$ cat src/rtl/pvm_pkg.sv
// Package for the peer view merge block: sequencer states, table entry type,
// field widths and codes.
// No dependencies.
package pvm_pkg;

  localparam int unsigned SLOT_FW = 3;   // slot field width
  localparam int unsigned ID_W    = 11;  // peer id width
  localparam int unsigned TDATA_W = 16;  // stream data width, whole bytes

  localparam logic [ID_W-1:0] ID_EMPTY = 11'h7FF;  // -1 as a bit pattern

  localparam logic MODE_SLOT = 1'b0;  // beat writes a table slot
  localparam logic MODE_RECV = 1'b1;  // beat delivers a received id

  typedef struct packed {
    logic            mark;
    logic [ID_W-1:0] id;
  } tbl_entry_t;

  typedef enum logic [3:0] {
    ST_IDLE,
    ST_M_RD,    // read received id
    ST_M_ID,    // capture id, start table scan
    ST_M_SCAN,  // compare one slot per cycle
    ST_F_RD,    // fill pass: read slot and packed tail
    ST_F_WR,    // fill pass: write back
    ST_E_RD,    // emit: read slot
    ST_E_LD,    // emit: load output register
    ST_E_OUT    // emit: hold beat until taken
  } state_e;

endpackage

$ cat src/rtl/peer_view_merge.sv
// Peer view merge: table and received-id memories with a sequencer that
// merges received ids into the neighbor table and streams the table out.
// Depends on pvm_pkg.
//
// Beats are taken only while idle. The final received id starts the merge on
// the single-port table: per stored id a read, a capture and a scan of up to
// TABLE_SLOTS table reads; then fill passes over empty, then marked slots;
// then per slot a read, a load and a hold until taken. Reset is immediate:
// per-slot valid flags make unwritten slots read empty, unmarked.
module peer_view_merge #(
  parameter int unsigned TABLE_SLOTS  = 8,
  parameter int unsigned MAX_RECEIVED = 8
) (
  input  logic                        clk_i,
  input  logic                        rst_ni,
  input  logic                        s_axis_tvalid,
  output logic                        s_axis_tready,
  // [2:0] slot, [13:3] peer_id, [14] replaceable, [15] zero
  input  logic [pvm_pkg::TDATA_W-1:0] s_axis_tdata,
  // [0] mode
  input  logic                        s_axis_tuser,
  input  logic                        s_axis_tlast,
  output logic                        m_axis_tvalid,
  input  logic                        m_axis_tready,
  // [2:0] out_slot, [13:3] out_peer_id, [15:14] zero
  output logic [pvm_pkg::TDATA_W-1:0] m_axis_tdata,
  output logic                        m_axis_tlast
);

  localparam int unsigned SLOT_W = (TABLE_SLOTS > 1) ? $clog2(TABLE_SLOTS) : 1;
  localparam int unsigned RX_AW  = (MAX_RECEIVED > 1) ? $clog2(MAX_RECEIVED) : 1;
  localparam int unsigned CNT_W  = $clog2(MAX_RECEIVED + 1);
  localparam int unsigned SX_W   = SLOT_W + pvm_pkg::SLOT_FW;
  localparam int unsigned ID_W   = pvm_pkg::ID_W;

  // Input fields
  logic [pvm_pkg::SLOT_FW-1:0] in_slot;
  logic [ID_W-1:0]             in_id;
  logic                        in_repl;
  logic                        in_acc;
  logic [SX_W-1:0]             in_slot_x;

  assign in_slot   = s_axis_tdata[2:0];
  assign in_id     = s_axis_tdata[13:3];
  assign in_repl   = s_axis_tdata[14];
  assign in_acc    = s_axis_tvalid & s_axis_tready;
  assign in_slot_x = SX_W'(in_slot);

  // Memories
  pvm_pkg::tbl_entry_t tbl_mem [TABLE_SLOTS];
  logic [ID_W-1:0]     rx_mem  [MAX_RECEIVED];
  logic [TABLE_SLOTS-1:0] tbl_vld_q;

  logic                tbl_we;
  logic [SLOT_W-1:0]   tbl_wa;
  pvm_pkg::tbl_entry_t tbl_wd;
  logic [SLOT_W-1:0]   tbl_ra;
  pvm_pkg::tbl_entry_t tbl_rd_q;
  logic                tbl_rvld_q;
  pvm_pkg::tbl_entry_t tbl_ent;

  logic              rx_we;
  logic [RX_AW-1:0]  rx_wa;
  logic [ID_W-1:0]   rx_wd;
  logic [RX_AW-1:0]  rx_ra;
  logic [ID_W-1:0]   rx_rd_q;

  always_ff @(posedge clk_i) begin
    if (tbl_we) begin
      tbl_mem[tbl_wa] <= tbl_wd;
    end
    tbl_rd_q <= tbl_mem[tbl_ra];
  end

  always_ff @(posedge clk_i) begin
    if (rx_we) begin
      rx_mem[rx_wa] <= rx_wd;
    end
    rx_rd_q <= rx_mem[rx_ra];
  end

  always_ff @(posedge clk_i or negedge rst_ni) begin
    if (!rst_ni) begin
      tbl_vld_q  <= '0;
      tbl_rvld_q <= 1'b0;
    end else begin
      if (tbl_we) begin
        tbl_vld_q[tbl_wa] <= 1'b1;
      end
      tbl_rvld_q <= tbl_vld_q[tbl_ra];
    end
  end

  // Never-written slot reads as empty and unmarked
  always_comb begin
    if (tbl_rvld_q) begin
      tbl_ent = tbl_rd_q;
    end else begin
      tbl_ent.mark = 1'b0;
      tbl_ent.id   = pvm_pkg::ID_EMPTY;
    end
  end

  // Sequencer registers
  pvm_pkg::state_e state_q, state_d;
  logic [SLOT_W-1:0] k_q, k_d;
  logic [RX_AW-1:0]  i_q, i_d;
  logic [CNT_W-1:0]  cnt_q, cnt_d;
  logic [CNT_W-1:0]  left_q, left_d;
  logic              phase_q, phase_d;
  logic [ID_W-1:0]   id_q, id_d;

  logic [pvm_pkg::SLOT_FW-1:0] out_slot_q, out_slot_d;
  logic [ID_W-1:0]             out_id_q, out_id_d;
  logic                        out_last_q, out_last_d;

  logic              k_end;
  logic [SLOT_W-1:0] k_inc;
  logic              i_end;
  logic [CNT_W-1:0]  left_m1;
  logic              hit;
  logic              fill_hit;
  logic [SX_W-1:0]   k_x;

  assign k_end    = (k_q == SLOT_W'(TABLE_SLOTS - 1));
  assign k_inc    = k_end ? '0 : k_q + SLOT_W'(1);
  assign i_end    = ((CNT_W'(i_q) + CNT_W'(1)) == cnt_q);
  assign left_m1  = left_q - CNT_W'(1);
  assign hit      = (tbl_ent.id == id_q);
  assign fill_hit = phase_q ? tbl_ent.mark : (tbl_ent.id == pvm_pkg::ID_EMPTY);
  assign k_x      = SX_W'(k_q);

  // Next state
  always_comb begin
    state_d = state_q;
    unique case (state_q)
      pvm_pkg::ST_IDLE: begin
        if (in_acc && s_axis_tuser == pvm_pkg::MODE_RECV && s_axis_tlast) begin
          state_d = pvm_pkg::ST_M_RD;
        end
      end
      pvm_pkg::ST_M_RD: state_d = pvm_pkg::ST_M_ID;
      pvm_pkg::ST_M_ID: state_d = pvm_pkg::ST_M_SCAN;
      pvm_pkg::ST_M_SCAN: begin
        if (hit || k_end) begin
          if (!i_end) begin
            state_d = pvm_pkg::ST_M_RD;
          end else if (left_d == '0) begin
            state_d = pvm_pkg::ST_E_RD;
          end else begin
            state_d = pvm_pkg::ST_F_RD;
          end
        end
      end
      pvm_pkg::ST_F_RD: state_d = pvm_pkg::ST_F_WR;
      pvm_pkg::ST_F_WR: begin
        if (left_d == '0 || (k_end && phase_q)) begin
          state_d = pvm_pkg::ST_E_RD;
        end else begin
          state_d = pvm_pkg::ST_F_RD;
        end
      end
      pvm_pkg::ST_E_RD: state_d = pvm_pkg::ST_E_LD;
      pvm_pkg::ST_E_LD: state_d = pvm_pkg::ST_E_OUT;
      pvm_pkg::ST_E_OUT: begin
        if (m_axis_tready) begin
          state_d = k_end ? pvm_pkg::ST_IDLE : pvm_pkg::ST_E_RD;
        end
      end
      default: state_d = pvm_pkg::ST_IDLE;
    endcase
  end

  // Datapath and memory control
  always_comb begin
    k_d        = k_q;
    i_d        = i_q;
    cnt_d      = cnt_q;
    left_d     = left_q;
    phase_d    = phase_q;
    id_d       = id_q;
    out_slot_d = out_slot_q;
    out_id_d   = out_id_q;
    out_last_d = out_last_q;
    tbl_we     = 1'b0;
    tbl_wa     = k_q;
    tbl_wd     = tbl_ent;
    tbl_ra     = k_q;
    rx_we      = 1'b0;
    rx_wa      = cnt_q[RX_AW-1:0];
    rx_wd      = in_id;
    rx_ra      = i_q;
    unique case (state_q)
      pvm_pkg::ST_IDLE: begin
        if (in_acc) begin
          if (s_axis_tuser == pvm_pkg::MODE_SLOT) begin
            if (int'(in_slot) < int'(TABLE_SLOTS)) begin
              tbl_we      = 1'b1;
              tbl_wa      = in_slot_x[SLOT_W-1:0];
              tbl_wd.mark = in_repl;
              tbl_wd.id   = in_id;
            end
          end else begin
            if (cnt_q < CNT_W'(MAX_RECEIVED)) begin
              rx_we = 1'b1;
              cnt_d = cnt_q + CNT_W'(1);
            end
            if (s_axis_tlast) begin
              i_d    = '0;
              left_d = '0;
            end
          end
        end
      end
      pvm_pkg::ST_M_RD: begin
        rx_ra = i_q;
      end
      pvm_pkg::ST_M_ID: begin
        id_d   = rx_rd_q;
        k_d    = '0;
        tbl_ra = '0;
      end
      pvm_pkg::ST_M_SCAN: begin
        tbl_ra = k_inc;
        k_d    = k_inc;
        if (hit) begin
          // known id keeps its slot
          tbl_we      = 1'b1;
          tbl_wd.mark = 1'b0;
        end else if (k_end) begin
          // new id packed in place; left never passes i
          rx_we  = 1'b1;
          rx_wa  = left_q[RX_AW-1:0];
          rx_wd  = id_q;
          left_d = left_q + CNT_W'(1);
        end
        if (hit || k_end) begin
          i_d     = i_q + RX_AW'(1);
          phase_d = 1'b0;
          k_d     = '0;
          if (i_end) begin
            cnt_d = '0;
          end
        end
      end
      pvm_pkg::ST_F_RD: begin
        tbl_ra = k_q;
        rx_ra  = left_m1[RX_AW-1:0];
      end
      pvm_pkg::ST_F_WR: begin
        if (fill_hit) begin
          tbl_we    = 1'b1;
          tbl_wd.id = rx_rd_q;
          left_d    = left_m1;
        end
        k_d = k_inc;
        if (k_end) begin
          phase_d = 1'b1;
        end
        if (left_d == '0 || (k_end && phase_q)) begin
          k_d = '0;
        end
      end
      pvm_pkg::ST_E_RD: begin
        tbl_ra = k_q;
      end
      pvm_pkg::ST_E_LD: begin
        out_slot_d = k_x[pvm_pkg::SLOT_FW-1:0];
        out_id_d   = tbl_ent.id;
        out_last_d = k_end;
      end
      pvm_pkg::ST_E_OUT: begin
        if (m_axis_tready) begin
          k_d = k_inc;
        end
      end
      default: ;
    endcase
  end

  always_ff @(posedge clk_i or negedge rst_ni) begin
    if (!rst_ni) begin
      state_q <= pvm_pkg::ST_IDLE;
      k_q     <= '0;
      i_q     <= '0;
      cnt_q   <= '0;
      left_q  <= '0;
      phase_q <= 1'b0;
    end else begin
      state_q <= state_d;
      k_q     <= k_d;
      i_q     <= i_d;
      cnt_q   <= cnt_d;
      left_q  <= left_d;
      phase_q <= phase_d;
    end
  end

  always_ff @(posedge clk_i) begin
    id_q       <= id_d;
    out_slot_q <= out_slot_d;
    out_id_q   <= out_id_d;
    out_last_q <= out_last_d;
  end

  assign s_axis_tready = (state_q == pvm_pkg::ST_IDLE);
  assign m_axis_tvalid = (state_q == pvm_pkg::ST_E_OUT);
  assign m_axis_tdata  = {2'b00, out_id_q, out_slot_q};
  assign m_axis_tlast  = out_last_q;

endmodule
$ cat config.mk
export PLATFORM = sky130hd
export DESIGN_NAME = peer_view_merge
export DESIGN_NICKNAME = d
export VERILOG_FILES = /design/src/rtl/pvm_pkg.sv /design/src/rtl/peer_view_merge.sv
export SDC_FILE = /design/constraint.sdc
export NUM_CORES = 1
export LEC_CHECK = 0
export BUFFER_PORTS_ARGS = -buffer_cell sky130_fd_sc_hd__buf_4
export CORE_ASPECT_RATIO = 1.75
export CORE_UTILIZATION = 60
export CTS_CLUSTER_DIAMETER = 60
export CTS_CLUSTER_SIZE = 10
export DETAILED_ROUTE_END_ITERATION = 8
export GPL_ROUTABILITY_DRIVEN = 0
export PLACE_DENSITY = 0.78
export SKIP_LAST_GASP = 1
export SLEW_MARGIN = 20
export SYNTH_ARGS = -nofsm -noshare
export SYNTH_HDL_FRONTEND = slang
export SYNTH_SLANG_ARGS = --single-unit
$ cat constraint.sdc
create_clock -name clk_i -period 6.1 [get_ports clk_i]
set_clock_uncertainty 0.05 [all_clocks]
set_input_delay 0.915 -clock clk_i [delete_from_list [all_inputs] [get_ports clk_i]]
set_output_delay 0.915 -clock clk_i [all_outputs]
set_load 0.01 [all_outputs]
After elaboration in Yosys (flattened, before gate mapping) --
Memory sizes are Yosys's and may differ from the RTL's. A register that Yosys moved wholly into a read port is not among the register bits. Index checks and enable logic that the tools add are counted.
Storage, ports and cells: memories 2, input port bits 22, flip-flop bits (word level) 54, RAM bits 184, word-level logic and storage cells 138, output and inout port bits 19
Memory list:
- tbl_mem | words 8, width 12, read ports 1, clocked after memory_dff 1, wr ports 1, RTL line peer_view_merge.sv:50 | pvm_pkg::tbl_entry_t tbl_mem [TABLE_SLOTS];
- rx_mem | words 8, width 11, read ports 1, clocked after memory_dff 1, wr ports 1, RTL line peer_view_merge.sv:51 | logic [ID_W-1:0] rx_mem [MAX_RECEIVED];
Cells by class: $add $sub $neg 6, bitwise operators 2, multiplexer cells 73, $lt $le $gt $ge 4, equal/unequal tests 21, reduce and logical (&&, ||, !) cells 18
Operators with widths (count):
- 2-to-1 mux 4 bit | 15
- 2-to-1 mux 3 bit | 17
- 2-to-1 mux 11 bit | 4
- 2-to-1 mux 12 bit | 3
- case mux 4 bit (9 select lines) | 1
- case mux 11 bit (2 select lines) | 1
- 2-to-1 mux 1 bit | 19
- == test 4 x 3 -> 1 bit, second input constant | 4
- zero test 4 bit | 3
- != test 2 x 1 -> 1 bit, second input constant | 6
- case mux 3 bit (2 select lines) | 2
- case mux 3 bit (4 select lines) | 1
- case mux 4 bit (3 select lines) | 1
- == test 11 bit | 1
- == test 11 bit, second input constant | 1
- adder 4 x 1 -> 4 bit, second input constant | 2
- == test 4 x 2 -> 1 bit, second input constant | 2
- less-than comparator 3 x 4 -> 1 bit, second input constant | 2
- bitwise OR 8 bit | 1
- case mux 4 bit (2 select lines) | 1
- adder 3 x 1 -> 3 bit, second input constant | 2
- != test 2 bit, second input constant | 3
- case mux 1 bit (2 select lines) | 3
- AND reduction 3 bit | 2
- 20 further kinds | 27

Logic depth before layout (Yosys ltp) --
word-level depth 11, depth in mapped cells 11

Worst setup path before layout --
OpenSTA, ideal clock, no wires.
path type reg-to-reg, from reg id_q[9], to mem tbl_mem[1][0] in the netlist's numbering (enable), buffers on the path 1, arrival 2.530 ns, stages on the path, launching flop included 9, library setup time 0.380 ns, setup slack 3.140 ns, cell sequence edfxtp_1 > xor2_1 > or3_1 > a32o_1 > nor3_1 > a21oi_1 > or2_1 > buf_2 > nor2_1
Between the ends: longest elaborated chain between the ends 5
RTL lines:
- from (decl) | RTL line peer_view_merge.sv:111 | logic [ID_W-1:0] id_q, id_d;
- from (signal assigned) | RTL line peer_view_merge.sv:300 | id_q <= id_d;
- == test 11 bit | RTL line peer_view_merge.sv:129 | assign hit = (tbl_ent.id == id_q);
- 2-to-1 mux 1 bit | RTL line peer_view_merge.sv:226 | if (hit) begin
- case mux 1 bit (3 select lines) | RTL line peer_view_merge.sv:193 | unique case (state_q)
- 2-to-1 mux 1 bit | RTL line peer_view_merge.sv:69 | if (tbl_we) begin
- 2-to-1 mux 1 bit (implied by the code) | RTL line peer_view_merge.sv:70 | tbl_mem[tbl_wa] <= tbl_wd;
- to (decl) | RTL line peer_view_merge.sv:50
No other way between the ends.

==> flow_summary_export.csv <==
group,metric,value,unit
power_and_ir_drop,p_sw_share,31.4,%
synth,ys_top_cells_by_area,"edfxtp_1 (57%), mux2i_1 (7.4%), dfrtp_1 (6.3%)",
timing,max_freq,264,MHz
global_route,grt_pass1_wl,36200,um
drt,dr.pass1.iters,4,
drt,drcViolationCount,0,
timing,drv_slew,0,
floorplanning,die_h,182,um
timing,relSlewSlack,36.7,%
floorplanning,initial_core_util,61.3,%
run,maxCapViolations,0,
critical_path,crit_path_max_fanout,12,
floorplanning,top_level_ports,41,
floorplanning,placementRows,65,
clock_tree,post_cts_resized,0,
cells_and_area,seq_area,7470,um^2
critical_path,arrival,4.00,ns
power_and_ir_drop,pwr-share-clk,28.2,%
power_and_ir_drop,p_sw,1770,uW
place,dp_hpwl,15500,um
synth,synth-edff-count,210,
floorplanning,die_area,19000,um^2
clock_tree,cts_buffers,30,
cells_and_area,design_area,12600,um^2
cells_and_area,num-nets-final,809,
place,placed_cell_area,11700,um^2
drt,drt-initial-drc-count,506,
power_and_ir_drop,ir_worst_vdd,428,uV
synth,synth.top_cell.area_share,57.0,%
timing,fin_crit_sh,62.1,%
global_route,grt_overflow_total,0,
cells_and_area,multiInputGateArea,3410,um^2
critical_path,cp-end-kind,"flop",
cells_and_area,diodes,0,
cells_and_area,area_growth,13.8,%
clock_tree,clock-sinks,261,
drt,wl,23400,um
drt,vias_per_cell,6.13,
timing,rsz0062_at_grt,"no",
synth,ys_seq_area_share,67.4,%
status,status,"finished clean",
place,port_buffers,37,
global_route,grt_pass1_vias,6794,
drt,wl_per_cell,22.5,um
synth,synthTopCellsByCount,"edfxtp_1 (210), mux2i_1 (82), nor2_1 (44)",
critical_path,cp-start-kind,"flop",
min_path,min_path_type,"input port to async pin",
cells_and_area,fill_cells,1196,
clock_tree,cts_tree,"built",
synth,ys_types,61,
synth,synth_seq_cells,261,
synth,yosysMostFrequentCell,"edfxtp_1",
synth,synthesis.area_per_instance,15.3,um^2
clock_tree,cts_setup_buffers,0,
synth,ys.warnings.count,0,
clock_tree,insertion_delay,0.56,ns
power_and_ir_drop,p_per_area,448,nW/um^2
global_route,grt_start_max_net_pins,53,
global_route,antenna_found_initial,0,
drt,vias,6373,
critical_path,critPathRequiredTime,6.31,ns
power_and_ir_drop,combPwrFrac,30.5,%
clock_tree,clockRootBuffer,"clkbuf_16",
global_route,grt_usage,25.2,%
timing,final.setup.tns,0,ns
synth,async_reset_ff_share,10.7,%
power_and_ir_drop,p_leak,0.00454,uW
clock_tree,htreeDepth,1,
timing,setup_violations,0,
timing,hold_viol,0,
power_and_ir_drop,power.share.sequential,41.3,%
cells_and_area,drive_above_1_share,21.1,%
synth,postSynthCellCount,723,
floorplanning,dieWidth,105,um
clock_tree,hold_buffers,0,
floorplanning,core-area,18100,um^2
timing,layout_min_cycle_time,3.79,ns
power_and_ir_drop,intPower,3880,uW
clock_tree,clk_pin_slew,0.06,ns
critical_path,worstSetupPathType,"flop to flop",
synth,yosys.area.top_type,"edfxtp_1",
drt,antenna_left,0,
clock_tree,cts_buffer_depth,3,
synth,ys_dominant_reg_cell,"edfxtp_1",
synth,netlist_area,11100,um^2
timing,worst_pin_slew,0.939,ns
## final timing paths
path,startpoint,to,slack (ns),depth (start not counted)
setup / recovery,tbl_rvld_q,tbl_mem[3][9],2.31,10
hold / removal,rst_ni,i_q[2],0.23,1
setup reg to reg,tbl_rvld_q,tbl_mem[3][9],2.31,10
hold reg to reg,rx_rd_q[6],id_q[6],0.38,0
max in group asynchronous,rst_ni,cnt_q[2],5.48,1
min in group clk_i,rx_rd_q[6],id_q[6],0.38,0
## flip-flops by register name, summed over array words and instances (netlist names), 4 cells and up
name / flops
out_id_q: 11
left_q: 4
tbl_rd_q: 12
rx_rd_q: 11
state_q: 4
cnt_q: 4
tbl_vld_q: 8
rx_mem: 88
tbl_mem: 96
id_q: 11
## power by group through the flow
stage	Clock [uW]	Sequential (uW)	Combinational [uW]
2_1_floorplan	0	2270	1350
3_3_place_gp	0	2350	1620
3_5_place_dp	0	2360	1690
4_1_cts	1610	2320	1710
5_1_grt	1670	2350	1860
6_report	1590	2330	1730
## worst max-delay path: stages, from the launching register on
cell	delay, ns
dfrtp_1	0.55
inv_2	0.19
nor2_2	0.17
inv_2	0.04
or3_1	0.35
a32o_1	0.36
nor3_1	0.37
a21oi_1	0.13
or2_1	0.35
nor2_1	0.62
buf_4	0.30
## metal layers
layer	track usage (%)	vias up	wire [um]
met5	0	-	0
met4	12.6	0	1070
met3	2.94	80	837
met2	46.8	194	12800
met1	28.3	3201	8720
li1	-	2898	-
## cells in the final DEF, fill, tap and decap left out, types with 6 or more instances in the layout
master,Yosys,final
mux4_2,22,22
buf_4,5,57
nor3_1,10,10
o21ai_0,25,24
inv_1,19,19
dfxtp_1,23,23
edfxtp_1,210,210
o21bai_1,8,8
mux2i_1,82,82
a31oi_1,11,11
mux2_2,36,36
nand3_1,7,7
nor3b_1,6,6
nor2_1,44,40
a22oi_1,13,13
nand2_1,29,29
dfrtp_1,28,28
clkbuf_16,0,30
xor2_1,9,9
a21oi_1,15,12
ha_1,6,6
clkbuf_1,12,24
## cell families (layout without fill, tap and decap cells)
kind of cell / after synthesis / after routing / synth area share [%]
xor+xnor: 13 / 13 / 1.03
buf+inv: 56 / 137 / 2.25
mux: 140 / 140 / 15.5
other cells: 1 / 2 / 0.0339
flops: 261 / 261 / 67.4
simple gates: 136 / 136 / 6.23
fa+ha+maj: 6 / 6 / 0.678
compound gates: 110 / 110 / 6.79
## cell type report
type	instances	share of cell area (%)
repair buffers	59	3.70
multi-input cells	407	27.1
well taps	234	2.32
inverters	22	0.655
flip-flops and latches	261	59.2
clock buffers	54	6.67
clock inverters	2	0.308
## through the flow
step           worst slack [ns]  instances  util, %  hold slack (ns)  power (uW)
2_1_floorplan              3.14        724        -            0.359        3620
3_3_place_gp               1.92        981     64.6            0.365        3970
3_5_place_dp               2.06        981     64.7            0.366        4040
4_1_cts                    2.04       1037     69.6            0.229        5640
5_1_grt                    2.07       1039     69.8            0.244        5880
6_report                   2.31       1039     69.8            0.226        5650
(Power assumes the default switching activity.)
